--- src/hdl/stnf_pkg.sv ---
// Shared types, codes and constants for the scale-table note-to-frequency block.
// No dependencies; every other file imports this package.
package stnf_pkg;

    localparam int WORD_W    = 32;
    localparam int DIV_CNT_W = 5;   // counts WORD_W quotient bits
    localparam int NOTE_W    = 7;
    localparam int NOTE_CNT_W = 3;  // counts NOTE_W dividend bits
    localparam int ET_COUNT  = 12;

    // Input operation codes
    localparam logic OP_WRITE = 1'b0;
    localparam logic OP_QUERY = 1'b1;

    // Configuration register indexes
    localparam logic [1:0] REG_BASE   = 2'd0;
    localparam logic [1:0] REG_ANCHOR = 2'd1;
    localparam logic [1:0] REG_SIZE   = 2'd2;
    localparam logic [1:0] REG_PERIOD = 2'd3;

    localparam logic [31:0] BASE_RESET   = 32'd28835840;
    localparam logic [6:0]  ANCHOR_RESET = 7'd69;
    localparam logic [7:0]  SIZE_RESET   = 8'd12;

    typedef enum logic [1:0] {
        ST_OK    = 2'd0,
        ST_RANGE = 2'd1,
        ST_SAT   = 2'd2,
        ST_WRITE = 2'd3
    } status_t;

    // Scale degree split of one query
    typedef struct packed {
        logic       neg;
        logic [6:0] steps;
        logic [7:0] degree;
    } deg_res_t;

    // Power engine command
    typedef struct packed {
        logic [31:0] base;
        logic [31:0] ratio;
        logic [31:0] period;
        logic [6:0]  steps;
        logic        neg;
    } pow_cmd_t;

    typedef struct packed {
        logic [31:0] freq;
        logic        sat;
    } pow_res_t;

    // 2^(k/12) with 30 fractional bits, rounded to nearest
    function automatic logic [31:0] et_ratio30(input logic [3:0] k);
        logic [31:0] r;
        unique case (k)
            4'd0:    r = 32'd1073741824;
            4'd1:    r = 32'd1137589835;
            4'd2:    r = 32'd1205234447;
            4'd3:    r = 32'd1276901417;
            4'd4:    r = 32'd1352829926;
            4'd5:    r = 32'd1433273380;
            4'd6:    r = 32'd1518500250;
            4'd7:    r = 32'd1608794974;
            4'd8:    r = 32'd1704458901;
            4'd9:    r = 32'd1805811301;
            4'd10:   r = 32'd1913190429;
            4'd11:   r = 32'd2026954652;
            default: r = 32'd0;
        endcase
        return r;
    endfunction

endpackage

--- src/hdl/stnf_ratio_mem.sv ---
// Ratio table: one-write one-read synchronous memory with per-entry valid bits.
// Entries never written read as the equal-temperament reset table. Uses stnf_pkg.
module stnf_ratio_mem
    import stnf_pkg::*;
#(
    parameter int DEPTH     = 128,
    parameter int FRAC_BITS = 28
) (
    input  logic                     clk,
    input  logic                     rst_n,
    input  logic                     wr_en,
    input  logic [$clog2(DEPTH)-1:0] wr_addr,
    input  logic [31:0]              wr_data,
    input  logic                     rd_en,
    input  logic [$clog2(DEPTH)-1:0] rd_addr,
    output logic [31:0]              rd_data
);

    logic [31:0]      mem [DEPTH];
    logic [DEPTH-1:0] vld_reg;
    logic [31:0]      raw_reg;
    logic [31:0]      init_reg;
    logic             hit_reg;

    always_ff @(posedge clk) begin
        if (!rst_n) begin
            vld_reg <= '0;
        end else if (wr_en) begin
            vld_reg[wr_addr] <= 1'b1;
        end
    end

    always_ff @(posedge clk) begin
        if (wr_en) begin
            mem[wr_addr] <= wr_data;
        end
        if (rd_en) begin
            raw_reg <= mem[rd_addr];
            hit_reg <= vld_reg[rd_addr];
            if (32'(rd_addr) < ET_COUNT) begin
                init_reg <= et_ratio30(4'(rd_addr)) >> (30 - FRAC_BITS);
            end else begin
                init_reg <= '0;
            end
        end
    end

    assign rd_data = hit_reg ? raw_reg : init_reg;

endmodule

--- config.mk ---
export PLATFORM = sky130hd
export DESIGN_NAME = stnf_ratio_mem
export DESIGN_NICKNAME = d
export VERILOG_FILES = /design/src/hdl/stnf_pkg.sv /design/src/hdl/stnf_ratio_mem.sv
export SDC_FILE = /design/constraint.sdc
export NUM_CORES = 2
export LEC_CHECK = 0
export BUFFER_PORTS_ARGS = -buffer_cell sky130_fd_sc_hd__clkbuf_2
export CAP_MARGIN = 20
export CORE_AREA = 2 2 691 693
export CTS_BUF_LIST = sky130_fd_sc_hd__clkbuf_4 sky130_fd_sc_hd__clkbuf_8
export DETAILED_ROUTE_END_ITERATION = 10
export DIE_AREA = 0 0 693 695
export PLACE_DENSITY_LB_ADDON = 0.3
export SETUP_SLACK_MARGIN = 0.05
export SLEW_MARGIN = 20
export SYNTH_ARGS = -nofsm -noshare
export SYNTH_HDL_FRONTEND = slang
export SYNTH_MEMORY_MAX_BITS = 65536
export SYNTH_SLANG_ARGS = --single-unit
export TNS_END_PERCENT = 1
--- constraint.sdc ---
create_clock -name clk -period 3.2 [get_ports clk]
set_input_delay 0 -clock clk [delete_from_list [all_inputs] [get_ports clk]]
set_output_delay 0 -clock clk [all_outputs]
set_load 0.02 [all_outputs]
# Word-level counts from Yosys, hierarchy flattened
# Memory sizes are Yosys's and may differ from the RTL's. A register that Yosys moved wholly into a read port is not among the register bits.
# Index checks and enable logic that the tools add are counted.
[word_totals]
elab_cells = 20
n_memories = 2
out_inout_bits = 32
in_bits = 50
mem_bits_rw = 4096
rom_bits = 496
reg_bits = 161
[classes]
mux = 7
n_reduce_logical = 2
bitwise_logic = 1
n_lt_le_gt_ge = 4
[mem_list]
columns = ["memory", "words", "word_bits", "read_ports", "rd_clocked_by_memory_dff", "wr", "line", "source"]
rows = [
  ["mem", 128, 32, 1, 1, 1, "stnf_ratio_mem.sv:19", "logic [31:0] mem [DEPTH];"],
  ["(name not given)", 16, 31, 1, 1, 0, "stnf_pkg.sv:56", "unique case (k)"],
]
[ops]
columns = ["cell", "count"]
rows = [
  ["$or 128x128->128", 1],
  ["$mux 32", 1],
  ["$lt 7x8->1 const B", 2],
  ["$bmux 1 s7", 1],
  ["$demux 1 s7", 1],
  ["$ge 7x1->1 const B", 1],
  ["$lt 7x4->1 const B", 1],
  ["$mux 1", 4],
  ["$logic_and 1x1->1", 1],
  ["$logic_not 1->1", 1],
]

# Logic depth before layout (Yosys ltp)
[logic_depth]
ltp_word = 5
depth_mapped = 12
ltp_nobuf = 6

# Least setup slack after synthesis
# No wires, ideal clock.
[synth_timing]
kind = "input to register"
from = "in wr_addr[3]"
to = "mem mem[103][0] (enable)"
cell_stages = 4
setup_ns = 0.423
setup_slack_ns = 0.358
arrival_time_ns = 2.419
n_path_buf = 2
cell_sequence = "clkbuf_1 or4b_2 clkbuf_1 nor2_1"
[synth_lines]
columns = ["item", "line", "source"]
rows = [
  ["start: declaration", "stnf_ratio_mem.sv:12", "input logic [$clog2(DEPTH)-1:0] wr_addr,"],
  ["end: declaration", "stnf_ratio_mem.sv:19", ""],
]
# Straight into the memory's write port.

# Final worst setup path
[layout_timing]
from = "in wr_addr[6]"
to = "reg vld_reg[89]"
[layout_via]
elab_chain_cells = 5
word_cells_on_any_way = 6
cone_classes = "order compare (2); mux (2); bitwise (1); reduce/logical (1)"
[layout_lines]
columns = ["item", "line", "source"]
rows = [
  ["$lt 7x8->1 (implied by the code) / $ge 7x1->1 (equally long branches)", "stnf_ratio_mem.sv:29", "vld_reg[wr_addr] <= 1'b1;"],
  ["$logic_and 1x1->1 (implied by the code)", "stnf_ratio_mem.sv:29", ""],
  ["$mux 1 (implied by the code)", "stnf_ratio_mem.sv:29", ""],
  ["$demux 1 s7 *", "stnf_ratio_mem.sv:29", ""],
  ["$or 128x128->128 (no source line) *", "-", ""],
  ["end signal: assignment", "stnf_ratio_mem.sv:27", "vld_reg <= '0;"],
  ["end signal: indexed assignment", "stnf_ratio_mem.sv:29", ""],
  ["end: declaration", "stnf_ratio_mem.sv:20", "logic [DEPTH-1:0] vld_reg;"],
]
# Every way passes the cells marked *; elsewhere a longest branch is shown, timed or not.
# A chain may end at the register's enable or synchronous reset.

==> run_results.csv <==
group,metric,value,unit
status,status,"finished clean",
clocking,clk_pin_slew,70,ps
place,place_inst,15020,
setup_path,crit_path_frequent_cell,"dlygate4sd3_1",
synthesis,synthArstFlopShare,0,
detailed_routing,drtIter0Drc,13690,
clocking,htree_levels,6,
sta,rsz0062_at_grt,"no",
sta,finalCriticalPeriod,2861,ps
min_path,hold_path.class,"in2reg",
detailed_routing,dr.pass1.iters,6,
synthesis,syn_area_per_cell,19.49,µm²
clocking,cts_tree,"built",
setup_path,rr_worst_depth,6,
setup_path,cpPeakStageDelay,710,ps
detailed_routing,wirelength,549900,µm
global_routing,grt_max_degree,129,
place,dpl-instance-area,0.1804,mm²
synthesis,yosys.cell_count.top_type,"edfxtp_1",
clocking,cts_num_sinks,4286,
pwr,power.density,597.0,mW/mm²
sta,setup_viol,0,
flow_run,maxCapViolCount,0,
pwr,power_leakage,63.12,nW
sta,hold_viol,0,
synthesis,synth_nets,8545,
final_layout,drive_gt1_frac,0.2891,
sta,worst_clock_skew,67.94,ps
final_layout,syn2layout_area_growth,18.09,%
detailed_routing,vias,93760,
synthesis,synth_cells,8485,
synthesis,netlist_area,0.1654,mm²
floorplan,core_area,0.4739,mm²
sta,fin_crit_sh,0.8940,
place,io_buffers,81,
setup_path,path_cells,"dlygate4sd3_1, clkbuf_2, nor2b_1, nand3_1, dlygate4sd3_1, buf_4, nor2_4, buf_12, o21a_1, dlygate4sd3_1",
sta,final.setup.worst_slack,339.3,ps
final_layout,nets,9643,
synthesis,synth_edf_count,4158,
synthesis,synth_top_area_share,0.7548,
sta,worst_pin_slew,1211,ps
synthesis,synth_cell_types,69,
final_layout,stdcell_count,16370,
floorplan,start_util,0.3491,
synthesis,synth_common_cells,"4,158 x edfxtp_1, 625 x mux4_2, 505 x mux2i_1, 408 x nor2_1, 394 x nand2_1",
setup_path,r2r_slack,450,ps
setup_path,cp.arrival,4050,ps
setup_path,cp_num_cells,10,
synthesis,synth_seq_cells,4286,
floorplan,die_w,693,µm
synthesis,yosys_warnings,0,
setup_path,worstPathRequired,4390,ps
clocking,cts_setup_buffers,0,
setup_path,cp-end-kind,"register",
clocking,cts_buffer_depth,4,
final_layout,stdcell_area,0.1953,mm²
global_routing,grt_usage,0.2228,
setup_path,r2r-end,"raw_reg[16]",
clocking,clock_latency,1280,ps
pwr,peakVddDrop,0.4714,mV
place,pre_cts_ws,-136.6,ps
sta,maxSlewViolCount,0,
min_path,hold_depth,2,
setup_path,worstReg2RegStart,"mem[15][16]",
setup_path,critical-path-slowest-cell,"dlygate4sd3_1",
final_layout,largest_register_ffs,4096,
detailed_routing,ant_nets,0,
place,post-dp-hpwl,325200,µm
floorplan,die_area,0.4816,mm²
floorplan,io_pins,82,
synthesis,yosys-top-cells-area,"edfxtp_1 75%, mux4_2 8.5%, mux2i_1 3.1%",
sta,slew_headroom,0.1927,
global_routing,antenna_found_initial,62,
setup_path,cp_max_fo,26,
sta,max_freq,349.6,MHz
floorplan,rows,253,
clocking,cts_root_buf,"clkbuf_8",
detailed_routing,wl_per_cell,33.58,µm
setup_path,startpoint_type,"input pin",
detailed_routing,drc,0,
global_routing,grt_pass1_vias,92630,
floorplan,dieHeight,695,µm
min_path,holdCritStartpoint,"wr_data[30]",
setup_path,critical_path_class,"in2reg",
global_routing,grt_first_pass_wirelength,751300,µm
global_routing,grt.overflow.total,0,
setup_path,critPathBufInv,6,
min_path,holdPathEnd,"mem[49][30]",
synthesis,ys_seq_area_frac,0.7703,
synthesis,synth_area_leader_cell,"edfxtp_1",
setup_path,crit_family,"buffers and inverters",
place,routabilityCongestion,0.8690,
detailed_routing,post_drt_via_cell_ratio,5.726,
clocking,cts_inserted_buffers,690,
synthesis,synth_flop_cell,"edfxtp_1",
## worst register-to-register path: stages, from the launching register on
cell,delay [ps]
edfxtp_1,360
mux4_2,490
mux4_2,490
nor2_1,630
nor4_2,210
buf_6,210
o2bb2ai_1,140
## final cells by class
class                           count  area [µm²]
Tap cell                         6247        7816
Clock buffer                      978       11820
Timing Repair Buffer              949       10350
Antenna cell                       12       30.03
Inverter                            8       47.55
Fill cell                       41440      278500
Multi-Input combinational cell   3648       36220
Clock inverter                    246        1630
Sequential cell                  4286      127400
## metal layers
metal	track usage	up-vias	share of wire
met3	0.04761	972	0.10
met1	0.3063	49790	0.40
met2	0.3442	5586	0.45
li1	-	37400	-
met4	0.09223	20	0.044
met5	0	-	0.00023
## power breakdown
part	total, mW	internal [mW]	switching, mW
combinational	8.02	2.65	5.37
clock	46.6	24.7	22.0
sequential	61.9	61.8	0.104
## metrics by stage
stage | power [mW] | utilization | setup TNS, ps | hold slack (ps)
final | 116.6 | 0.4122 | 0 | 55.19
after global routing | 119.8 | 0.4122 | 0 | 81.14
after CTS | 117.1 | 0.4121 | 0 | 1.033
after detailed placement | 70.77 | 0.3806 | -257.2 | 434.1
after global placement | 70.64 | 0.3804 | -3954 | 430.7
after floorplan | 66.34 | - | 0 | 98.87
## how the worst max path moves through the flow
stage / from / endpoint / slack, ps
final: wr_addr[6] / vld_reg[89] / 340
after detailed placement: rd_addr[1] / raw_reg[8] / -140
after CTS: hit_reg / rd_data[21] / 370
after global routing: wr_addr[6] / vld_reg[89] / 390
after floorplan: wr_addr[3] / mem[103][0] / 360
after global placement: rd_addr[3] / raw_reg[16] / -1090
## logic make-up after synthesis
| family | synth area share |
|---|---|
| AOI/OAI and AO/OA | 0.05744 |
| muxes | 0.1280 |
| adders and majority gates | 0.0007564 |
| buffers and inverters | 0.01769 |
| and+or+nand+nor | 0.02575 |
| DFF | 0.7703 |
## timing repair
action | 4_1_cts | 5_1_grt
endpoints found under the setup margin | 0 | 0
endpoints found under the hold margin | 7121 | 8
resized for setup | 0 | 0
hold buffers | 117 | 1
## cell usage in the layout (no fill, tap or decap), types with 17 or more instances in the layout
cell type / synthesis / final
o21a_1: 137 / 137
a311oi_1: 18 / 18
buf_4: 83 / 562
nor2b_1: 28 / 23
clkbuf_4: 0 / 262
a211o_1: 17 / 17
nand2_1: 394 / 392
clkinv_1: 0 / 138
nor3_1: 26 / 22
o2bb2ai_1: 27 / 27
and3_1: 34 / 34
o22ai_1: 110 / 110
o311ai_0: 26 / 24
nand3_1: 76 / 73
a22oi_1: 37 / 37
clkbuf_8: 0 / 716
a21oi_1: 213 / 213
a31oi_1: 23 / 23
dfxtp_1: 128 / 128
edfxtp_1: 4158 / 4158
o221ai_1: 64 / 64
a211oi_1: 27 / 27
a221oi_1: 303 / 303
buf_12: 0 / 221
dlygate4sd3_1: 0 / 98
mux2_2: 182 / 182
o21ai_0: 154 / 151
clkinv_2: 0 / 47
nor2_1: 408 / 273
mux2i_1: 505 / 505
clkbuf_2: 0 / 41
mux4_2: 625 / 625
nor2_4: 0 / 130
(Power assumes the default switching activity.)
