[config.mk]
export PLATFORM = sky130hd
export DESIGN_NAME = stnf_pow_unit
export DESIGN_NICKNAME = d
export VERILOG_FILES = /design/src/hdl/stnf_pkg.sv /design/src/hdl/stnf_pow_unit.sv
export SDC_FILE = /design/constraint.sdc
export NUM_CORES = 2
export LEC_CHECK = 0
export BUFFER_PORTS_ARGS = -buffer_cell sky130_fd_sc_hd__buf_2
export CORE_MARGIN = 2
export CORE_UTILIZATION = 59
export CTS_CLUSTER_SIZE = 28
export DETAILED_ROUTE_END_ITERATION = 10
export PLACE_DENSITY_LB_ADDON = 0.25
export SYNTH_ARGS = -nofsm -noshare
export SYNTH_HDL_FRONTEND = slang
export SYNTH_SLANG_ARGS = --single-unit
[constraint.sdc]
create_clock -name clk -period 6.63 [get_ports clk]
set_input_delay 1.326 -clock clk [delete_from_list [all_inputs] [get_ports clk]]
set_output_delay 1.326 -clock clk [all_outputs]
set_load 0.05 [all_outputs]
[src/hdl/stnf_pkg.sv]
// Shared types, codes and constants for the scale-table note-to-frequency block.
// No dependencies; every other file imports this package.
package stnf_pkg;

    localparam int WORD_W    = 32;
    localparam int DIV_CNT_W = 5;   // counts WORD_W quotient bits
    localparam int NOTE_W    = 7;
    localparam int NOTE_CNT_W = 3;  // counts NOTE_W dividend bits
    localparam int ET_COUNT  = 12;

    // Input operation codes
    localparam logic OP_WRITE = 1'b0;
    localparam logic OP_QUERY = 1'b1;

    // Configuration register indexes
    localparam logic [1:0] REG_BASE   = 2'd0;
    localparam logic [1:0] REG_ANCHOR = 2'd1;
    localparam logic [1:0] REG_SIZE   = 2'd2;
    localparam logic [1:0] REG_PERIOD = 2'd3;

    localparam logic [31:0] BASE_RESET   = 32'd28835840;
    localparam logic [6:0]  ANCHOR_RESET = 7'd69;
    localparam logic [7:0]  SIZE_RESET   = 8'd12;

    typedef enum logic [1:0] {
        ST_OK    = 2'd0,
        ST_RANGE = 2'd1,
        ST_SAT   = 2'd2,
        ST_WRITE = 2'd3
    } status_t;

    // Scale degree split of one query
    typedef struct packed {
        logic       neg;
        logic [6:0] steps;
        logic [7:0] degree;
    } deg_res_t;

    // Power engine command
    typedef struct packed {
        logic [31:0] base;
        logic [31:0] ratio;
        logic [31:0] period;
        logic [6:0]  steps;
        logic        neg;
    } pow_cmd_t;

    typedef struct packed {
        logic [31:0] freq;
        logic        sat;
    } pow_res_t;

    // 2^(k/12) with 30 fractional bits, rounded to nearest
    function automatic logic [31:0] et_ratio30(input logic [3:0] k);
        logic [31:0] r;
        unique case (k)
            4'd0:    r = 32'd1073741824;
            4'd1:    r = 32'd1137589835;
            4'd2:    r = 32'd1205234447;
            4'd3:    r = 32'd1276901417;
            4'd4:    r = 32'd1352829926;
            4'd5:    r = 32'd1433273380;
            4'd6:    r = 32'd1518500250;
            4'd7:    r = 32'd1608794974;
            4'd8:    r = 32'd1704458901;
            4'd9:    r = 32'd1805811301;
            4'd10:   r = 32'd1913190429;
            4'd11:   r = 32'd2026954652;
            default: r = 32'd0;
        endcase
        return r;
    endfunction

endpackage

[src/hdl/stnf_pow_unit.sv]
// Power engine: base times ratio, then one period multiply or divide per step,
// with saturation. Shared 32x32 multiplier and a bit-serial divider. Uses stnf_pkg.
module stnf_pow_unit
    import stnf_pkg::*;
#(
    parameter int FRAC_BITS = 28
) (
    input  logic     clk,
    input  logic     rst_n,
    input  logic     start,
    input  pow_cmd_t cmd,
    output logic     done,
    output pow_res_t res
);

    typedef enum logic [5:0] {
        P_IDLE = 6'b000001,
        P_MUL  = 6'b000010,
        P_CHK  = 6'b000100,
        P_STEP = 6'b001000,
        P_DIV  = 6'b010000,
        P_DONE = 6'b100000
    } pstate_t;

    pstate_t              state_reg, state_next;
    logic [6:0]           cnt_reg;
    logic [DIV_CNT_W-1:0] bit_reg;
    logic                 sat_reg;
    logic                 neg_reg;

    logic [31:0] a_reg;
    logic [31:0] b_reg;
    logic [63:0] prod_reg;
    logic [31:0] acc_reg;
    logic [31:0] rem_reg;
    logic [31:0] num_reg;
    logic [31:0] period_reg;

    logic [63:0] shifted;
    logic        over;
    logic [31:0] hi;
    logic        div_ovf;
    logic [32:0] trial;
    logic [32:0] trial_sub;
    logic        ge;

    assign shifted   = prod_reg >> FRAC_BITS;
    assign over      = |shifted[63:32];
    // Upper word of acc << FRAC_BITS; quotient overflows when it reaches the divisor
    assign hi        = acc_reg >> (WORD_W - FRAC_BITS);
    assign div_ovf   = hi >= period_reg;
    assign trial     = {rem_reg, num_reg[31]};
    assign trial_sub = trial - {1'b0, period_reg};
    assign ge        = trial >= {1'b0, period_reg};

    always_comb begin
        state_next = state_reg;
        unique case (state_reg)
            P_IDLE: if (start) state_next = P_MUL;
            P_MUL:  state_next = P_CHK;
            P_CHK:  state_next = over ? P_DONE : P_STEP;
            P_STEP: begin
                if (cnt_reg == 7'd0) begin
                    state_next = P_DONE;
                end else if (!neg_reg) begin
                    state_next = P_MUL;
                end else begin
                    state_next = div_ovf ? P_DONE : P_DIV;
                end
            end
            P_DIV:  if (bit_reg == DIV_CNT_W'(WORD_W - 1)) state_next = P_STEP;
            P_DONE: state_next = P_IDLE;
            default: state_next = P_IDLE;
        endcase
    end

    always_ff @(posedge clk) begin
        if (!rst_n) begin
            state_reg <= P_IDLE;
            cnt_reg   <= '0;
            bit_reg   <= '0;
            sat_reg   <= 1'b0;
            neg_reg   <= 1'b0;
        end else begin
            state_reg <= state_next;
            unique case (state_reg)
                P_IDLE: if (start) begin
                    cnt_reg <= cmd.steps;
                    neg_reg <= cmd.neg;
                    sat_reg <= 1'b0;
                end
                P_CHK:  if (over) sat_reg <= 1'b1;
                P_STEP: if (cnt_reg != 7'd0) begin
                    cnt_reg <= cnt_reg - 7'd1;
                    bit_reg <= '0;
                    if (neg_reg && div_ovf) sat_reg <= 1'b1;
                end
                P_DIV:  bit_reg <= bit_reg + 1'b1;
                default: ;
            endcase
        end
    end

    always_ff @(posedge clk) begin
        unique case (state_reg)
            P_IDLE: if (start) begin
                a_reg      <= cmd.base;
                b_reg      <= cmd.ratio;
                period_reg <= cmd.period;
            end
            P_MUL:  prod_reg <= 64'(a_reg) * 64'(b_reg);
            P_CHK:  acc_reg  <= shifted[31:0];
            P_STEP: begin
                a_reg   <= acc_reg;
                b_reg   <= period_reg;
                rem_reg <= hi;
                num_reg <= acc_reg << FRAC_BITS;
            end
            P_DIV: begin
                rem_reg <= ge ? trial_sub[31:0] : trial[31:0];
                num_reg <= {num_reg[30:0], ge};
                if (bit_reg == DIV_CNT_W'(WORD_W - 1)) begin
                    acc_reg <= {num_reg[30:0], ge};
                end
            end
            default: ;
        endcase
    end

    assign done     = (state_reg == P_DONE);
    assign res.sat  = sat_reg;
    assign res.freq = sat_reg ? '1 : acc_reg;

endmodule

# After elaboration in Yosys (flattened, before gate mapping)
# Cells that the tools add are included.
# totals
reg_bits,276
latchBits,0
mem_bits_rw,0
rom_bits,0
out_inout_bits,34
word_cells,72
mem_count,0
# classes
addsub,3
n_mul,1
div_mod_pow,0
order_cmp,2
n_eq_ne,12
shifts,0
muxes,27
bitwise,0
n_reduce_logical,15
# op_table
operator,n
$pmux W32 S2,5
$mux W32,5
$mul A32 B32 Y64,1
$mux W6,6
$ge A33 B32 Y1,1
$ge A28 B32 Y1,1
$sub A32 B32 Y32,1
$pmux W6 S5,1
$mux W7,2
$pmux W7 S2,1
$ne A2 B2 Y1 const B,5
$pmux W5 S2,1
$reduce_and A2 Y1,5
$logic_not A7 Y1,1
$reduce_bool A7 Y1,1
$sub A7 B1 Y7 const B,1
$eq A6 B1 Y1 const B,1
$eq A6 B2 Y1 const B,1
$eq A6 B3 Y1 const B,1
$eq A6 B4 Y1 const B,1
$eq A6 B5 Y1 const B,1
$eq A6 B6 Y1 const B,1
$reduce_bool A2 Y1,3
$add A5 B1 Y5 const B,1
other kinds (9),12

# Logic depth before layout (Yosys ltp)
# logic_depth
depth_word,5
ltp_mapped,28
depth_no_buf,27

# Least setup slack after synthesis
# OpenSTA, ideal clock, no wires.
# synth_timing
kind,reg-to-reg
from,register b_reg[17]
to,register prod_reg[56] (data pin)
setup_ns,0.138
arrival_time_ns,7.164
required_ns,6.492
setup_slack_ns,-0.672
stages_incl_launch_ff,29
cell_sequence,edfxtp_1 > clkbuf_1 > and2_1 > fa_1 > inv_1 > fa_1 > inv_1 > fa_1 > inv_1 > fa_1 > inv_1 > fa_1 > fa_1 > fa_1 > inv_1 > fa_1 > inv_1 > ha_1 > a21oi_1 > o21ai_0 > a211oi_1 > o211ai_1 > o211ai_2 > o211ai_1 > and2_1 > a21oi_2 > o21ai_1 > or4_1 > nand4_1
# synth_via
elab_chain_len,1
# synth_lines
element,line_no,source
from (decl),stnf_pow_unit.sv:32,logic [31:0] b_reg;
from (signal assigned),stnf_pow_unit.sv:108,b_reg <= cmd.ratio;
from (signal assigned),stnf_pow_unit.sv:115,b_reg <= period_reg;
$mul A32 B32 Y64,stnf_pow_unit.sv:111,P_MUL: prod_reg <= 64'(a_reg) * 64'(b_reg);
to (signal assigned),stnf_pow_unit.sv:111,
to (decl),stnf_pow_unit.sv:33,logic [63:0] prod_reg;
# No other way between the ends.
# A chain may end at the register's enable or synchronous reset.

# Worst setup path in the final report
# layout_timing
from,register b_reg[2]
to,register prod_reg[60] (data pin)
# Same word-level chain as after synthesis.

==> results.txt <==
----------------------------------------------------
[Run status]
  Status ... complete, but fails checks
  Failing checks ... setup timing

[Die]
  Die outline area ... 0.0775 sq mm
  Y dimension of the die ... 278 um
  Total number of placement rows ... 100
  Initial core utilization ... 59.6%
  Core area ... 0.0746 sq mm
  Overall die width ... 278 um
  Number of top-level pins ... 141

[Clock tree]
  Root buffer selected by CTS ... clkbuf_16
  CTS sink count ... 248
  Clock latency reported for the late side of the worst-skew pair ... 0.57 ns
  Clock input transition at the sequential cells of the worst setup and hold paths ... 0.06 ns
  Buffer depth of the longest clock path ... 3
  Maximum level of the CTS H-tree ... 1
  TritonCTS clock tree ... yes
  Inserted Clock Buffers ... 27

[Cells and area]
  Register cell area after layout ... 0.00725 sq mm
  Layout cells sized above 1 ... 14.8%
  Number of standard cells in the final layout excluding fillers ... 5906
  Final Cell Area ... 0.0505 sq mm
  Nets ... 6240
  Fillers ... 5677
  Number of flip-flops in the largest register ... 36
  Footprint of the multi-input gates ... 0.0336 sq mm
  Synth-to-layout area growth ... 13.7%

[Synth]
  Post-synth design cell area ... 0.0444 sq mm
  Count of flip-flops with a built-in enable after synthesis ... 228
  Avg Synthesized Cell Area ... 9.67 sq um
  Number of distinct library cell variants in the gate-level netlist after synthesis ... 66
  Async set-or-reset flop fraction in the synthesized netlist ... 0%
  Cells after Synth ... 4598
  Yosys warns ... 0
  Dominant synthesized flop cell ... edfxtp_1
  Post-synth net total ... 5924
  Part of the Yosys area used for sequential elements ... 16.3%
  Register bit total from synthesis ... 248

[Setup path]
  Setup crit end kind ... flip-flop
  Worst Path Arrival ... 8.05 ns
  Data required time at the worst endpoint ... 6.92 ns
  Setup slack of the worst register-to-register path ... -1.13 ns
  Startpoint type of the worst setup path ... flip-flop
  Crit path max fanout ... 5
  Critical Setup Path Class ... reg -> reg

[STA]
  Maximum clock rate ... 129 MHz
  Number of max-slew violations in the final report ... 0
  Final setup violating endpoints ... 36
  Tmin final ... 7.76 ns
  Fin worst setup slack ... -1.13 ns
  Endpoints failing hold ... 0
  RSZ-0062 raised after global routing ... yes
  Skew final ... 0.0460 ns
  Transition time at the pin with the least slew margin ... 1.14 ns
  Max transition margin ... 23.9%
  Fin crit share ... 117%

[Place]
  Dpl cell area ... 0.0489 sq mm
  IO buf count ... 140
  Final RePlAce weighted congestion ... 0.928
  Count of placed standard cells including taps ... 5838
  HPWL reported at the end of detailed placement ... 98600 um

[Flow run]
  Max-cap check violation count ... 0

[Routing]
  Vias per cell ... 5.55
  1st-iter DRT viols ... 2576
  DRC violations left ... 0
  Routed length per placed instance ... 20.3 um
  Number of detailed-route iterations in the first pass ... 7
  Count of antenna-violating nets left after detailed routing ... 0
  Total wire length ... 120000 um
  Vias ... 32790

[Global route]
  Antenna violations before repair ... 5
  Vias in the first global route ... 35116
  Gr ovfl total ... 0
  Global-route wire length before repair ... 192000 um
  All-layer global routing usage ... 32.0%
  Maximum number of pins on one net before global-route repair ... 100

[Hold path]
  Worst hold path class ... reg -> reg

----------------------------------------------------
## per-stage QoR
step | util (%) | setup WS (ns) | TNS [ns] | hold slack, ns
2_1_floorplan | - | -0.626 | -9.45 | 0.443
3_3_place_gp | 65.5 | -1.09 | -26.49 | 0.469
3_5_place_dp | 65.5 | -1.20 | -30.34 | 0.485
4_1_cts | 67.2 | -1.02 | -27.67 | 0.496
5_1_grt | 67.8 | -1.38 | -37.91 | 0.525
6_report | 67.8 | -1.13 | -30.36 | 0.502
## logic make-up after synthesis
| family | Yosys count | synth area share, % |
|---|---|---|
| multiplexers | 26 | 0.586 |
| buffers and inverters | 1144 | 9.73 |
| AND/OR/NAND/NOR | 1516 | 17.2 |
| adder cells (fa/ha/maj) | 1219 | 49.5 |
| XOR/XNOR | 67 | 1.32 |
| flip-flops | 248 | 16.3 |
| AO/OA/AOI/OAI | 378 | 5.36 |
## synth_stat cells, types with 19 or more instances
| library cell | count | area [sq um] |
|---|---|---|
| a21o_1 | 83 | 623 |
| a21oi_1 | 90 | 450 |
| and2_1 | 645 | 4040 |
| clkbuf_1 | 225 | 845 |
| dfxtp_1 | 20 | 400 |
| edfxtp_1 | 228 | 6850 |
| fa_1 | 896 | 17900 |
| ha_1 | 323 | 4040 |
| inv_1 | 905 | 3400 |
| mux2i_1 | 26 | 260 |
| nand2_1 | 664 | 2490 |
| nand4_1 | 20 | 125 |
| nor2_1 | 55 | 206 |
| nor3_1 | 22 | 110 |
| o21ai_0 | 111 | 556 |
| or2_2 | 34 | 213 |
| xnor2_1 | 48 | 420 |
| xor2_1 | 19 | 166 |
## cells in the final DEF (no fill, tap or decap), drive strengths merged, types with 4 or more instances in the layout
cell type / n
mux2i: 26
o21a: 10
fa: 896
a31oi: 6
nand3: 16
nor2b: 18
and3: 8
clkbuf: 37
a41oi: 4
ha: 323
inv: 907
nor3: 22
buf: 526
or2: 35
edfxtp: 228
dfxtp: 20
xor2: 19
o21bai: 13
nor4: 7
nand2b: 12
nand2: 664
o211ai: 8
a21o: 83
and2: 645
a211oi: 6
clkinv: 7
xnor2: 48
o21ai: 117
a21oi: 91
o31ai: 5
nor2: 55
nand4: 20
## what timing repair did
| item | in CTS | in global routing |
|---|---|---|
| pin swaps | 51 | 58 |
| resized for setup | 68 | 79 |
| hold buffers | 0 | 0 |
| endpoints found under the setup margin | 36 | 36 |
| cloned | 0 | 2 |
| buffers inserted | 9 | 16 |
## routing by layer
metal	track usage (%)	up-vias	part of all wire (%)
li1	-	14508	-
met1	45.0	16757	41
met2	52.1	1293	47
met3	4.76	230	8.0
met4	9.02	2	3.1
met5	0	-	0.013
## cell type report
type / instances / area share [%]
flip-flops and latches: 248 / 14.3
inverters: 905 / 6.73
multi-input cells: 3206 / 66.4
well taps: 969 / 2.40
clock buffers: 37 / 1.47
repair buffers: 526 / 8.37
diodes: 2 / 0.00990
clock inverters: 13 / 0.235
## worst max-delay path, cell delays in order (launching register included)
cell      delay, ns
edfxtp_1       0.47
buf_6          0.18
and2_4         0.15
fa_1           0.53
inv_1          0.05
fa_1           0.48
fa_1           0.54
fa_1           0.60
inv_2          0.05
fa_1           0.47
fa_1           0.57
fa_1           0.43
fa_1           0.50
ha_4           0.30
and4_4         0.20
and3_4         0.20
nand2_2        0.04
o211ai_1       0.25
o211ai_2       0.16
buf_12         0.17
o211ai_1       0.29
nand2_1        0.12
o21a_4         0.25
o31ai_4        0.24
a21oi_1        0.11
xnor2_1        0.14
## path summary, 6_finish.rpt
kind / from / end / cells past startpoint
max: b_reg[2]$_DFFE_PP_ / prod_reg[60]$_DFFE_PP_ / 25
min: cnt_reg[0]$_SDFFE_PN0P_ / cnt_reg[0]$_SDFFE_PN0P_ / 2
max reg2reg: b_reg[2]$_DFFE_PP_ / prod_reg[60]$_DFFE_PP_ / 25
min reg2reg: cnt_reg[0]$_SDFFE_PN0P_ / cnt_reg[0]$_SDFFE_PN0P_ / 2
Power is not shown: default switching activity piles up to over one toggle a cycle in this logic, so the estimate is an artifact.
