[config.mk]
export PLATFORM = sky130hd
export DESIGN_NAME = stnf_deg_div
export DESIGN_NICKNAME = d
export VERILOG_FILES = /design/src/hdl/stnf_pkg.sv /design/src/hdl/stnf_deg_div.sv
export SDC_FILE = /design/constraint.sdc
export NUM_CORES = 1
export LEC_CHECK = 0
export BUFFER_PORTS_ARGS = -buffer_cell sky130_fd_sc_hd__buf_4
export CAP_MARGIN = 20
export CORE_UTILIZATION = 45
export DETAILED_ROUTE_END_ITERATION = 10
export HOLD_SLACK_MARGIN = 0.02
export MAX_ROUTING_LAYER = met4
export PLACE_DENSITY = 0.7
export SKIP_LAST_GASP = 1
export SLEW_MARGIN = 20
export SYNTH_ARGS = -nofsm -noshare
export SYNTH_HDL_FRONTEND = slang
export SYNTH_SLANG_ARGS = --single-unit
[constraint.sdc]
create_clock -name clk -period 2.76 [get_ports clk]
set_clock_uncertainty 0.05 [all_clocks]
set_input_delay 0.552 -clock clk [delete_from_list [all_inputs] [get_ports clk]]
set_output_delay 0.552 -clock clk [all_outputs]
set_load 0.02 [all_outputs]
[src/hdl/stnf_pkg.sv]
// Shared types, codes and constants for the scale-table note-to-frequency block.
// No dependencies; every other file imports this package.
package stnf_pkg;

    localparam int WORD_W    = 32;
    localparam int DIV_CNT_W = 5;   // counts WORD_W quotient bits
    localparam int NOTE_W    = 7;
    localparam int NOTE_CNT_W = 3;  // counts NOTE_W dividend bits
    localparam int ET_COUNT  = 12;

    // Input operation codes
    localparam logic OP_WRITE = 1'b0;
    localparam logic OP_QUERY = 1'b1;

    // Configuration register indexes
    localparam logic [1:0] REG_BASE   = 2'd0;
    localparam logic [1:0] REG_ANCHOR = 2'd1;
    localparam logic [1:0] REG_SIZE   = 2'd2;
    localparam logic [1:0] REG_PERIOD = 2'd3;

    localparam logic [31:0] BASE_RESET   = 32'd28835840;
    localparam logic [6:0]  ANCHOR_RESET = 7'd69;
    localparam logic [7:0]  SIZE_RESET   = 8'd12;

    typedef enum logic [1:0] {
        ST_OK    = 2'd0,
        ST_RANGE = 2'd1,
        ST_SAT   = 2'd2,
        ST_WRITE = 2'd3
    } status_t;

    // Scale degree split of one query
    typedef struct packed {
        logic       neg;
        logic [6:0] steps;
        logic [7:0] degree;
    } deg_res_t;

    // Power engine command
    typedef struct packed {
        logic [31:0] base;
        logic [31:0] ratio;
        logic [31:0] period;
        logic [6:0]  steps;
        logic        neg;
    } pow_cmd_t;

    typedef struct packed {
        logic [31:0] freq;
        logic        sat;
    } pow_res_t;

    // 2^(k/12) with 30 fractional bits, rounded to nearest
    function automatic logic [31:0] et_ratio30(input logic [3:0] k);
        logic [31:0] r;
        unique case (k)
            4'd0:    r = 32'd1073741824;
            4'd1:    r = 32'd1137589835;
            4'd2:    r = 32'd1205234447;
            4'd3:    r = 32'd1276901417;
            4'd4:    r = 32'd1352829926;
            4'd5:    r = 32'd1433273380;
            4'd6:    r = 32'd1518500250;
            4'd7:    r = 32'd1608794974;
            4'd8:    r = 32'd1704458901;
            4'd9:    r = 32'd1805811301;
            4'd10:   r = 32'd1913190429;
            4'd11:   r = 32'd2026954652;
            default: r = 32'd0;
        endcase
        return r;
    endfunction

endpackage

[src/hdl/stnf_deg_div.sv]
// Degree divider: splits note minus anchor into scale degree and period steps,
// one quotient bit per cycle (restoring division). Uses stnf_pkg.
module stnf_deg_div
    import stnf_pkg::*;
(
    input  logic        clk,
    input  logic        rst_n,
    input  logic        start,
    input  logic [6:0]  note,
    input  logic [6:0]  anchor,
    input  logic [7:0]  size,
    output logic        done,
    output deg_res_t    res
);

    logic [7:0]            diff;
    logic [7:0]            diff_neg;
    logic [6:0]            mag;
    logic [8:0]            trial;
    logic                  ge;
    logic                  wrap;

    logic                  busy_reg;
    logic                  done_reg;
    logic [NOTE_CNT_W-1:0] cnt_reg;
    logic [6:0]            mag_reg;
    logic [7:0]            rem_reg;
    logic [6:0]            quo_reg;
    logic [7:0]            size_reg;
    logic                  neg_reg;

    assign diff     = {1'b0, note} - {1'b0, anchor};
    assign diff_neg = 8'd0 - diff;
    assign mag      = diff[7] ? diff_neg[6:0] : diff[6:0];

    assign trial = {rem_reg, mag_reg[6]};
    assign ge    = trial >= {1'b0, size_reg};

    always_ff @(posedge clk) begin
        if (!rst_n) begin
            busy_reg <= 1'b0;
            done_reg <= 1'b0;
            cnt_reg  <= '0;
        end else begin
            done_reg <= 1'b0;
            if (start) begin
                busy_reg <= 1'b1;
                cnt_reg  <= '0;
            end else if (busy_reg) begin
                cnt_reg <= cnt_reg + 1'b1;
                if (cnt_reg == NOTE_CNT_W'(NOTE_W - 1)) begin
                    busy_reg <= 1'b0;
                    done_reg <= 1'b1;
                end
            end
        end
    end

    always_ff @(posedge clk) begin
        if (start) begin
            mag_reg  <= mag;
            rem_reg  <= '0;
            quo_reg  <= '0;
            size_reg <= size;
            neg_reg  <= diff[7];
        end else if (busy_reg) begin
            mag_reg <= {mag_reg[5:0], 1'b0};
            rem_reg <= ge ? 8'(trial - {1'b0, size_reg}) : trial[7:0];
            quo_reg <= {quo_reg[5:0], ge};
        end
    end

    // Floor division: a negative offset with a remainder wraps one period down
    assign wrap       = neg_reg && (rem_reg != 8'd0);
    assign res.neg    = neg_reg;
    assign res.degree = wrap ? (size_reg - rem_reg) : rem_reg;
    assign res.steps  = wrap ? (quo_reg + 7'd1) : quo_reg;
    assign done       = done_reg;

endmodule

# == Yosys cells after proc, flatten, opt, wreduce, memory -nomap -nowiden ==
# Cells that the tools add are included.
# totals
ff_bits,36
inputBits,25
out_inout_bits,17
elab_cells,33
# classes
n_addsub,6
n_lt_le_gt_ge,1
n_eq_ne,1
mux,10
n_bitwise,2
reduce_logical,5
# op_table
op,count
$mux 7,4
$mux 8,2
$sub 8x8->8,2
$ge 9x8->1,1
$reduce_bool 8->1,1
$sub 7x7->8,1
$add 7x1->7 const B,1
$sub 1x7->7 const A,1
$mux 1,4
$add 3x1->3 const B,1
$eq 3x3->1 const B,1
$reduce_or 3->1,1
$not 1->1,2
$reduce_bool 2->1,1
$reduce_or 2->1,1
$logic_and 1x1->1,1

# == Depth between registers and ports, before layout ==
# Gate-level depths: netlist of run 1.
# depth
depth_word,4
mapped_depth,11

# == Worst setup path after synthesis of run 1 ==
# OpenSTA, ideal clock, no wires.
# synth_path
path_type,input to register
from,in note[0]
to,reg mag_reg[6] (data pin)
setup_time_ps,263
arrival_time_ps,2564
slack_ps,-117
path_stages,11
path_buffers,0
path_cell_list,inv_1 ha_1 inv_1 fa_1 a21o_1 a21oi_2 xnor2_1 nor4_2 mux2_1 nor4_1 o31ai_2
# synth_via
elab_chain_len,4
# synth_lines
item,line_no,text
start: declaration,stnf_deg_div.sv:9,"input logic [6:0] note,"
$sub 7x7->8 (*),stnf_deg_div.sv:32,"assign diff = {1'b0, note} - {1'b0, anchor};"
$sub 1x7->7,stnf_deg_div.sv:33,assign diff_neg = 8'd0 - diff;
$mux 7 (*),stnf_deg_div.sv:34,assign mag = diff[7] ? diff_neg[6:0] : diff[6:0];
$mux 7 (*),stnf_deg_div.sv:60,if (start) begin
end signal: assignment,stnf_deg_div.sv:61,mag_reg <= mag;
end signal: assignment,stnf_deg_div.sv:67,"mag_reg <= {mag_reg[5:0], 1'b0};"
end: declaration,stnf_deg_div.sv:26,logic [6:0] mag_reg;
# Every way passes the cells marked *; elsewhere a longest branch is shown, timed or not.
# A chain may end at the register's enable or synchronous reset.

==> results of run 1 <==
-- layout make-up --
type                       count  area (sq um)  share of cell area, %
tap                           75         93.84                  2.709
timing repair buffer          62         465.4                  13.43
multi-input combinational    244          1813                  52.33
clock inverter                 3         21.27                 0.6139
clock buffer                   5         68.82                  1.986
inverter                      32         120.1                  3.467
sequential                    36         882.1                  25.46
-- cells by family after synthesis --
kind of cell | Yosys count
flip-flops | 36
buffers and inverters | 43
AND/OR/NAND/NOR | 107
XOR/XNOR | 24
adder cells (fa/ha/maj) | 29
multiplexers | 12
AO/OA/AOI/OAI | 72
-- metal layers --
layer / wire length, um / vias to the layer above
met4: 70 / 0
met3: 143 / 9
met1: 2635 / 1136
met5: 0 / -
li1: - / 1240
met2: 2849 / 34
-- Yosys cell counts (2+ instances only) --
master,number,area share (%)
a211oi_1,7,1.9
a21o_1,7,1.9
a21oi_1,21,3.8
a21oi_2,2,0.63
buf_2,2,0.36
clkbuf_1,7,0.94
dfxtp_1,20,14
edfxtp_1,16,17
fa_1,3,2.1
ha_1,26,12
inv_1,32,4.3
mux2i_1,10,3.6
nand2_1,28,3.8
nand2b_1,4,0.90
nand3_1,7,1.3
nand4_1,2,0.45
nor2_1,39,5.2
nor2b_1,8,1.8
nor3_1,4,0.72
nor4_1,3,0.67
o211ai_1,4,1.1
o21a_1,2,0.54
o21ai_0,8,1.4
o21ai_1,4,0.72
or2_2,3,0.67
xnor2_1,17,5.3
xor2_1,7,2.2
-- power by group through the flow --
| stage | logic, mW | registers, mW | clock network (mW) |
|---|---|---|---|
| after floorplan | 0.531 | 0.647 | 0 |
| after global placement | 0.725 | 0.657 | 0 |
| after detailed placement | 0.745 | 0.658 | 0 |
| after CTS | 0.768 | 0.646 | 0.391 |
| after global routing | 0.868 | 0.654 | 0.410 |
| final | 0.779 | 0.648 | 0.385 |
-- critical path, cell delays in order, from the launching register on --
cell and delay, ns:
edfxtp_1 0.37, inv_2 0.05, ha_4 0.16, fa_2 0.36, nor2b_1 0.15, o21ai_1 0.08
nand2b_1 0.10, a21o_1 0.13, a21oi_2 0.06, xor2_1 0.17, o21ai_1 0.16, buf_4 0.16
-- worst min path at each step --
stage / from / to / slack, ns
finish: size[5] / size_reg[5]$_DFFE_PP_ / 0.38
global route: size[3] / size_reg[3]$_DFFE_PP_ / 0.37
CTS: size[0] / size_reg[0]$_DFFE_PP_ / 0.38
detailed placement: cnt_reg[2]$_SDFFE_PP0P_ / done$_SDFF_PP0_ / 0.44
global placement: cnt_reg[1]$_SDFFE_PP0P_ / cnt_reg[1]$_SDFFE_PP0P_ / 0.44
floorplan: cnt_reg[2]$_SDFFE_PP0P_ / done$_SDFF_PP0_ / 0.41
-- timing repair --
action,4_1_cts,5_1_grt
gates resized for setup,9,5
pin swaps,7,5
gates cloned,0,0
buffers inserted,3,2
endpoints found under the setup margin,3,5
==> impl_summary.txt, run 1 <==
----------------------------------------------------
[Logic synthesis]
  Largest family of logic cells by synthesized area ... compound AO/OA/AOI/OAI gates
  Compound-gate portion of the synthesized area ... 18.80%
  Register bit count reported by yosys ... 36
  Warning count from the yosys run ... 0
  Unique masters post-synth ... 57
  Mapped Area ... 2795 sq um
  Number of nets in the synthesized netlist ... 377
  Share of the synthesized netlist area taken by xor and xnor gates ... 7.520%
  Number of cells produced by synthesis ... roughly 320
  Post-synth EDFFs ... 16
  Post-synthesis share of cell area spent on full adders, half adders and majority gates ... 13.79%
  Dominant synthesized flop cell ... dfxtp_1
  Average footprint of a synthesized cell ... 8.654 sq um
  Part of the Yosys area used for sequential elements ... 31.51%
  Simple-gate share of the synthesized area ... 17.99%
  Post-synth ARST share ... 0%
  Portion of netlist area occupied by mux cells ... 4.387%

[Clock network]
  Maximum buffer depth of the clock tree ... 2
  CTS buffer count ... 5
  Clk sinks ... 36
  Quantity of hold-fixing buffers added after cts ... 0
  Clock tree root buffer cell ... clkbuf_8
  Clock tree from TritonCTS ... yes
  Clk slew on worst S/H paths ... ~0.08 ns
  Worst-skew pair later-pin latency ... 0.29 ns
  H-tree lvl count ... 2

[Placed design]
  Setup WS pre-CTS ... -0.1727 ns
  RD Place Congestion ... 0.8559
  Cell count after placement ... 444
  Standard cell area after detailed placement ... between 3000 and 4000 sq um
  Half-perimeter wire length after placement ... 4355 um
  IO buf count ... 41

[Finish]
  Most used cells in the layout excluding fill and tap cells ... buf_4 (62), nor2_1 (39), inv_1 (29)
  Count of inserted antenna diode cells ... 0
  Final non-filler cell total ... about 460
  Layout cells sized above 1 ... 26.70%
  Design Area, Final ... 3465 sq um
  Final Util ... between 50 and 60%
  Signed area change from the synthesized netlist to the final layout ... 23.95%
  Commonest non-fill, non-tap cell in the layout ... buf_4
  Final layout net count ... 435
  Fill count ... between 500 and 600

[Power]
  Switching part of the total ... 36.01%
  Internal power consumption ... 1.159 mW
  VDD IR max ... approximately 0.28 mV
  Power per cell area ... about 520 nW/um^2
  Total net switching power ... 652.4 uW
  Fraction of power consumed by the clock network ... 21.3%
  Reported leakage power ... 1.534 nW
  Total Power ... 1.812 mW
  Part of the total power dissipated in combinational logic ... 43.0%
  Relative contribution of sequential cells to total power ... 35.7%

[Timing]
  Final worst hold slack ... 0.3792 ns
  Final setup viols ... 3
  Final TNS setup ... -0.2344 ns
  Slew margin rel. ... 46.68%
  Slew @ Worst Pin ... 0.7987 ns
  Number of max-slew violations in the final report ... 0
  Fraction of the cycle the final worst path needs ... 103.4%
  Unrepaired setup endpoints after global routing ... true
  Smallest setup slack after layout ... -0.09512 ns
  Post-layout minimum cycle time ... about 2.9 ns
  Achievable clock frequency ... about 350 MHz
  Final Hold Fails ... 0

[Setup path]
  Worst setup slack for register-to-register paths ... 0.39 ns
  Worst reg2reg startpoint ... rem_reg[1]$_SDFFE_PP0P_
  Worst Setup Start Kind ... flip-flop
  Worst EP arrival ... roughly 2.3 ns
  Startpoint-to-endpoint class of the critical path ... flip-flop to output port
  CP startpoint ... size_reg[0]$_DFFE_PP_
  Depth of the worst register-to-register path ... 10
  Worst reg2reg endpoint ... rem_reg[3]$_SDFFE_PP0P_
  Capture point of the worst path ... res[6]
  Critical Path Fanout Max ... 2
  Worst path required time ... 2.16 ns
  Critical path capture point type ... output port

[Status]
  Violated checks ... negative setup slack
  Status ... finished with violations

[Die]
  Core area ... 5956 sq um
  Total die area ... about 6500 sq um
  Die boundary height ... 80.82 um
  Floorplan die width ... slightly above 80 um
  Initial Utilization ... 46.93%
  Number of top-level design ports ... 42
  Number of core rows ... 28

[Global routing]
  Global-route met2 utilization ... 35.55%
  Via count of the first global-routing pass ... ~2300
  Pin count of the biggest net entering global routing ... 37
  Global routing met3 resource utilization ... 3.034%
  Met1 usage ... 21.79%
  Layer with the highest usage ... met2
  Global routing usage summed across all routing layers ... 19.38%
  Number of antenna violations at the first check in global routing ... 0
  First-pass GRT wire length ... 9673 um
  Gr ovfl total ... 0

[Job]
  Count of maximum capacitance violations ... 0

[Detailed routing]
  DRC viols ... 0
  Detailed-router iteration count before antenna repair ... 5
  Total length of routed wires ... around 5700 um
  Number of vias per cell after detailed routing ... 5.293
  Routed via count ... 2419
  Routed Antenna Nets ... 0
  Routed length per instance ... 12.47 um
  Starting DRC count in detailed routing ... 159

[Hold path]
  Worst hold path stage count ... 1
  Path type of the worst min-delay path ... primary input to flip-flop

----------------------------------------------------
Power figures use the tool's default switching activity.
==> run 2, diff against run 1 <==
==> constraint.sdc (replaced) <==
create_clock -name clk -period 2.76 [get_ports clk]
set_clock_uncertainty 0.05 [all_clocks]
set_input_delay 0.414 -clock clk [delete_from_list [all_inputs] [get_ports clk]]
set_output_delay 0.414 -clock clk [all_outputs]
set_load 0.02 [all_outputs]
==> run 2 against run 1 <==
The flow now finishes without violations. Critical path depth down 1. Final area is 1.9% lower. Global-route usage increased by 0.093 points. Sequential share of layout area grew 0.52 points. Maximum frequency rose by 4.8%. Via count down 2.7%. Worst hold slack got worse by 0.14 ns. Die area unchanged. Utilization down 1.1 points. Largest power group unchanged. Highest routed layer unchanged.
==> impl_summary.txt, run 2 (synthesis gave the netlist of run 1 again) <==
----------------------------------------------------
[Status]
  Status ... complete, no violations

[Finish]
  Final layout net count ... 428 (-1.6%)
  Final non-filler cell total ... 450 (-1.5%)
  Commonest non-fill, non-tap cell in the layout ... buf_4
  Count of inserted antenna diode cells ... 0 (unchanged)
  Most used cells in the layout excluding fill and tap cells ... buf_4 (55), nor2_1 (39), inv_1 (31)
  Signed area change from the synthesized netlist to the final layout ... 21.62%
  Layout cells sized above 1 ... 23.20% (-3.5 points)

[Timing]
  Number of max-slew violations in the final report ... 0 (unchanged)
  Final TNS setup ... 0 ns (+0.2344 ns)
  Smallest setup slack after layout ... 0.03517 ns (+0.1303 ns)
  Post-layout minimum cycle time ... 2.725 ns (-0.1303 ns)
  Fraction of the cycle the final worst path needs ... 98.73% (-4.7 points)
  Final Hold Fails ... 0 (unchanged)
  Slew @ Worst Pin ... 0.6103 ns (-0.1884 ns)
  Final setup viols ... 0 (-3)
  Achievable clock frequency ... 367.0 MHz (+4.8%)
  Slew margin rel. ... 59.26% (+13 points)
  Unrepaired setup endpoints after global routing ... true

[Power]
  Switching part of the total ... 34.67% (-1.3 points)
  Total net switching power ... 628.2 uW (-3.7%)
  Relative contribution of sequential cells to total power ... 35.9% (+0.2 points)
  VDD IR max ... 0.2393 mV (-15%)
  Power per cell area ... 533.0 nW/um^2 (+1.9%)
  Reported leakage power ... 1.501 nW (-2.1%)
  Part of the total power dissipated in combinational logic ... 40.3% (-2.7 points)
  Total Power ... 1.812 mW (about the same)
  Fraction of power consumed by the clock network ... 23.7% (+2.4 points)
  Internal power consumption ... 1.184 mW (+2.1%)

[Global routing]
  First-pass GRT wire length ... 9639 um (-0.35%)
  Number of antenna violations at the first check in global routing ... 0 (unchanged)
  Met1 usage ... 21.29% (-0.50 points)
  Layer with the highest usage ... met2
  Gr ovfl total ... 0 (unchanged)
  Pin count of the biggest net entering global routing ... 37 (unchanged)
  Via count of the first global-routing pass ... 2254 (-2.6%)
  Global routing met3 resource utilization ... 2.584% (-0.45 points)
  Global-route met2 utilization ... 35.55% (unchanged)
  Global routing usage summed across all routing layers ... 19.48% (+0.093 points)

[Hold path]
  Worst hold path stage count ... 1 (unchanged)
  Start point of the worst hold path ... size[3]
  Path type of the worst min-delay path ... primary input to flip-flop

[Die]
  Number of core rows ... 28 (unchanged)
  Die boundary height ... 80.82 um (unchanged)
  Number of top-level design ports ... 42 (unchanged)
  Floorplan die width ... 80.82 um (unchanged)
  Initial Utilization ... 46.93% (unchanged)
  Total die area ... 6531 sq um (unchanged)
  Core area ... 5956 sq um (unchanged)

[Clock network]
  H-tree lvl count ... 2 (unchanged)
  CTS buffer count ... 5 (unchanged)
  Clk slew on worst S/H paths ... 0.08 ns (about the same)
  Clock tree root buffer cell ... clkbuf_8
  Worst-skew pair later-pin latency ... 0.30 ns (about the same)
  Maximum buffer depth of the clock tree ... 2 (unchanged)
  Clk sinks ... 36 (unchanged)
  Quantity of hold-fixing buffers added after cts ... 0 (unchanged)
  Clock tree from TritonCTS ... yes

[Detailed routing]
  Routed via count ... 2354 (-2.7%)
  Total length of routed wires ... 5590 um (-1.9%)
  DRC viols ... 0 (unchanged)
  Starting DRC count in detailed routing ... 104 (-35%)
  Routed length per instance ... 12.42 um (-0.39%)
  Detailed-router iteration count before antenna repair ... 4 (-1)
  Number of vias per cell after detailed routing ... 5.231 (-1.2%)
  Routed Antenna Nets ... 0 (unchanged)

[Setup path]
  Depth of the worst register-to-register path ... 10 (unchanged)
  Cells traversed along the worst timing path ... ha_1 > nor2b_1 > o21ai_2 > a21boi_2 > o211ai_1 > buf_4 > a21o_1 > o311ai_2 > o211ai_1 > buf_4
  Worst EP arrival ... 2.26 ns (about the same)
  Worst Setup Start Kind ... flip-flop
  CP max stage delay ... 0.40 ns (+0.03 ns)
  Critical Path Fanout Max ... 3 (+1)
  CP startpoint ... size_reg[1]$_DFFE_PP_
  Critical path capture point type ... output port
  Startpoint-to-endpoint class of the critical path ... flip-flop to output port
  Slowest stage cell, crit path ... edfxtp_1
  Worst reg2reg startpoint ... rem_reg[1]$_SDFFE_PP0P_
  Worst path required time ... 2.30 ns (+0.14 ns)

[Placed design]
  Setup WS pre-CTS ... -0.1745 ns (-0.001816 ns)
  Half-perimeter wire length after placement ... 4308 um (-1.1%)
  IO buf count ... 41 (unchanged)
  Cell count after placement ... 438 (-1.4%)
  RD Place Congestion ... 0.8323 (-2.8%)

[Job]
  Count of maximum capacitance violations ... 0 (unchanged)

----------------------------------------------------
[run 2: power groups by stage]
stage	Combinational [mW]	Clock, mW	Sequential [mW]
2_1_floorplan	0.520	0	0.647
3_3_place_gp	0.695	0	0.660
3_5_place_dp	0.709	0	0.663
4_1_cts	0.724	0.445	0.650
5_1_grt	0.817	0.460	0.656
6_report	0.731	0.430	0.651
[run 2: repair_timing]
| item | CTS | global route |
|---|---|---|
| setup endpoints to repair | 3 | 4 |
| setup buffers | 3 | 1 |
| gates resized for setup | 6 | 7 |
| pin swaps | 7 | 2 |
[run 2: through the flow]
step | hold slack, ns | area, sq um | util (%)
2_1_floorplan | 0.4132 | 2795 | -
3_3_place_gp | 0.4348 | 3224 | 54.14
3_5_place_dp | 0.4435 | 3224 | 54.14
4_1_cts | 0.2302 | 3364 | 56.49
5_1_grt | 0.2318 | 3400 | 57.08
6_report | 0.2387 | 3400 | 57.08
[run 2: final timing paths]
| kind | slack, ns | to |
|---|---|---|
| worst max-delay path | 0.04 | res[7] |
| worst min-delay path | 0.24 | size_reg[3]$_DFFE_PP_ |
| worst max register to register | 0.44 | rem_reg[5]$_SDFFE_PP0P_ |
| worst min register to register | 0.45 | done$_SDFF_PP0_ |
[run 2: critical path, delay by kind of cell, from the launching register on]
| family | cells | cell delay, ns |
|---|---|---|
| flip-flops | 1 | 0.40 |
| buffers and inverters | 2 | 0.33 |
| AND/OR/NAND/NOR | 1 | 0.14 |
| adder cells (fa/ha/maj) | 1 | 0.29 |
| AO/OA/AOI/OAI | 6 | 0.81 |
[run 2: layout make-up]
type                       count  area [sq um]
fill                         568          2556
multi-input combinational    244          1787
sequential                    36         883.3
timing repair buffer          55         412.9
inverter                      32         120.1
clock buffer                   7         97.59
tap                           75         93.84
clock inverter                 1         5.005
[run 2: metal layers]
metal	routed length, um	vias to the layer above	part of all wire, %
met5	0	-	0
met4	77	0	1.4
met3	135	6	2.4
met2	2900	33	52
met1	2477	1091	44
li1	-	1224	-
==> run 3, diff against run 2 <==
--- a/config.mk
+++ b/config.mk
@@ -7,11 +7,11 @@
 export LEC_CHECK = 0
 export BUFFER_PORTS_ARGS = -buffer_cell sky130_fd_sc_hd__buf_4
 export CAP_MARGIN = 20
-export CORE_UTILIZATION = 45
+export CORE_UTILIZATION = 50
 export DETAILED_ROUTE_END_ITERATION = 10
 export HOLD_SLACK_MARGIN = 0.02
 export MAX_ROUTING_LAYER = met4
-export PLACE_DENSITY = 0.7
+export PLACE_DENSITY = 0.76
 export SKIP_LAST_GASP = 1
 export SLEW_MARGIN = 20
 export SYNTH_ARGS = -nofsm -noshare
==> run 3 against run 2 <==
Combinational power increased by 0.5%. Critical path depth is 1 lower. Final area decreased by 0.29%. Total power is 0.24% higher. Die area shrank 9.8%. Sequential cell count stayed put. Worst hold slack better by 0.0028 ns. Global-route usage is 2.2 points higher. Sequential share of layout area rose by 0.077 points. Register-to-register slack got worse by 0.05 ns. Critical endpoint unchanged.
==> impl_summary.txt, run 3 (synthesis gave the netlist of run 1 again) <==
----------------------------------------------------
[Global routing]
  Via count of the first global-routing pass ... 2322 (+3.0%)
  Met1 usage ... 25.32% (+4.0 points)
  Global-route met2 utilization ... 37.14% (+1.6 points)
  Gr ovfl total ... 0 (unchanged)
  First-pass GRT wire length ... 10090 um (+4.7%)
  Layer with the highest usage ... met2
  Global routing usage summed across all routing layers ... 21.66% (+2.2 points)
  Number of antenna violations at the first check in global routing ... 0 (unchanged)
  Global routing met3 resource utilization ... 3.810% (+1.2 points)
  Pin count of the biggest net entering global routing ... 37 (unchanged)

[Setup path]
  Critical path capture point type ... output port
  Worst setup slack for register-to-register paths ... 0.39 ns (-0.05 ns)
  Slowest stage cell, crit path ... edfxtp_1
  Worst EP arrival ... 2.27 ns (about the same)
  Startpoint-to-endpoint class of the critical path ... flip-flop to output port
  Cell with the most instances on the worst path ... o211ai_1
  CP max stage delay ... 0.41 ns (about the same)
  Worst path required time ... 2.30 ns (about the same)
  Top delay family on crit path ... compound AO/OA/AOI/OAI gates
  Worst Setup Start Kind ... flip-flop
  Critical Path Fanout Max ... 3 (unchanged)
  Cells traversed along the worst timing path ... ha_1 > nor2b_1 > o21ai_2 > a21boi_2 > o211ai_1 > nand2_1 > o311ai_2 > o211ai_1 > buf_4
  Buf/Inv on CP ... 1 (-1)

[Detailed routing]
  Routed via count ... 2346 (-0.34%)
  Detailed-router iteration count before antenna repair ... 4 (unchanged)
  Routed length per instance ... 12.73 um (+2.5%)
  Total length of routed wires ... 5640 um (+0.89%)
  Starting DRC count in detailed routing ... 87 (-16%)
  Routed Antenna Nets ... 0 (unchanged)
  DRC viols ... 0 (unchanged)
  Number of vias per cell after detailed routing ... 5.296 (+1.2%)

[Timing]
  Fraction of the cycle the final worst path needs ... 99.09% (+0.36 points)
  Final TNS setup ... 0 ns (unchanged)
  Achievable clock frequency ... 365.7 MHz (-0.37%)
  Final Hold Fails ... 0 (unchanged)
  Unrepaired setup endpoints after global routing ... true
  Final setup viols ... 0 (unchanged)
  Post-layout minimum cycle time ... 2.735 ns (+0.01002 ns)
  Slew @ Worst Pin ... 0.7760 ns (+0.1657 ns)
  Number of max-slew violations in the final report ... 0 (unchanged)
  Slew margin rel. ... 48.20% (-11 points)

[Placed design]
  Cell count after placement ... 432 (-1.4%)
  Standard cell area after detailed placement ... 3211 sq um (-0.43%)
  IO buf count ... 41 (unchanged)
  Half-perimeter wire length after placement ... 4196 um (-2.6%)
  RD Place Congestion ... 0.8087 (-2.8%)

[Clock network]
  Clk sinks ... 36 (unchanged)
  H-tree lvl count ... 2 (unchanged)
  Maximum buffer depth of the clock tree ... 2 (unchanged)
  Worst-skew pair later-pin latency ... 0.29 ns (about the same)
  Clock tree from TritonCTS ... yes
  Clk slew on worst S/H paths ... 0.08 ns (about the same)
  Clock tree root buffer cell ... clkbuf_8
  CTS buffer count ... 5 (unchanged)

[Finish]
  Layout cells sized above 1 ... 23.06% (-0.14 points)
  Final non-filler cell total ... 443 (-1.6%)
  Final layout net count ... 426 (-0.47%)
  Signed area change from the synthesized netlist to the final layout ... 21.26%
  Fill count ... 434 (-24%)
  Count of inserted antenna diode cells ... 0 (unchanged)
  Design Area, Final ... 3390 sq um (-0.29%)
  Most used cells in the layout excluding fill and tap cells ... buf_4 (53), nor2_1 (39), inv_1 (31)
  Commonest non-fill, non-tap cell in the layout ... buf_4

[Power]
  Power per cell area ... 535.8 nW/um^2 (+0.54%)
  VDD IR max ... 0.2839 mV (+19%)
  Total Power ... 1.816 mW (+0.24%)
  Reported leakage power ... 1.506 nW (+0.34%)

[Die]
  Initial Utilization ... 53.37% (+6.4 points)
  Total die area ... 5894 sq um (-9.8%)
  Core area ... 5238 sq um (-12%)
  Die boundary height ... 76.77 um (-5.0%)
  Number of top-level design ports ... 42 (unchanged)
  Number of core rows ... 26 (-7.1%)
  Floorplan die width ... 76.77 um (-5.0%)

[Status]
  Status ... complete, no violations

[Job]
  Count of maximum capacitance violations ... 0 (unchanged)

[Hold path]
  Path type of the worst min-delay path ... primary input to flip-flop

----------------------------------------------------
==> run 3: cell count changes in the layout (fill, tap and decap cells not counted), sizes merged <==
cell and delta:
buf -2
==> run 3: repair_timing <==
action / 4_1_cts / 5_1_grt
buffers inserted: 1 / 2
hold buffers: 0 / 0
gates resized for setup: 5 / 11
hold endpoints to repair: 0 / 0
cloned: 0 / 0
endpoints found under the setup margin: 3 / 4
pin swaps: 1 / 9
==> run 3: per-stage QoR <==
step | hold WS (ns) | setup slack [ns] | utilization, %
after floorplan | 0.4132 | 0.02128 | -
after global placement | 0.4381 | -0.1169 | 61.30
after detailed placement | 0.4507 | -0.2005 | 61.30
after CTS | 0.2356 | -0.01714 | 63.62
after global routing | 0.2275 | -0.1133 | 64.72
final | 0.2415 | 0.02515 | 64.72
==> run 3: per-layer routing <==
layer / part of all wire [%] / up-vias
met3: 4.3 / 9
met4: 1.4 / 0
met5: 0 / -
met2: 49 / 45
li1: - / 1218
met1: 45 / 1074
==> run 3: power breakdown <==
part           internal, mW  switching, mW  total, mW  leakage [nW]
combinational         0.341          0.394      0.735          1.13
clock                 0.232          0.197      0.429        0.0534
sequential            0.610         0.0419      0.652         0.322
==> run 3: final timing paths <==
path                      startpoint                 endpoint  depth (start not counted)
max            size_reg[1]$_DFFE_PP_                   res[7]                          9
min                          size[5]    size_reg[5]$_DFFE_PP_                          1
min reg2reg  rem_reg[2]$_SDFFE_PP0P_  rem_reg[2]$_SDFFE_PP0P_                          2
max reg2reg    size_reg[1]$_DFFE_PP_  rem_reg[0]$_SDFFE_PP0P_                         11
==> run 3: final cells by class <==
| cell class | count | area, sq um | area share (%) |
|---|---|---|---|
| Timing Repair Buffer | 53 | 397.9 | 11.74 |
| Tap cell | 70 | 87.58 | 2.584 |
| Clock inverter | 1 | 5.005 | 0.1477 |
| Inverter | 32 | 120.1 | 3.544 |
| Sequential cell | 36 | 883.3 | 26.06 |
| Multi-Input combinational cell | 244 | 1798 | 53.05 |
| Clock buffer | 7 | 97.59 | 2.879 |
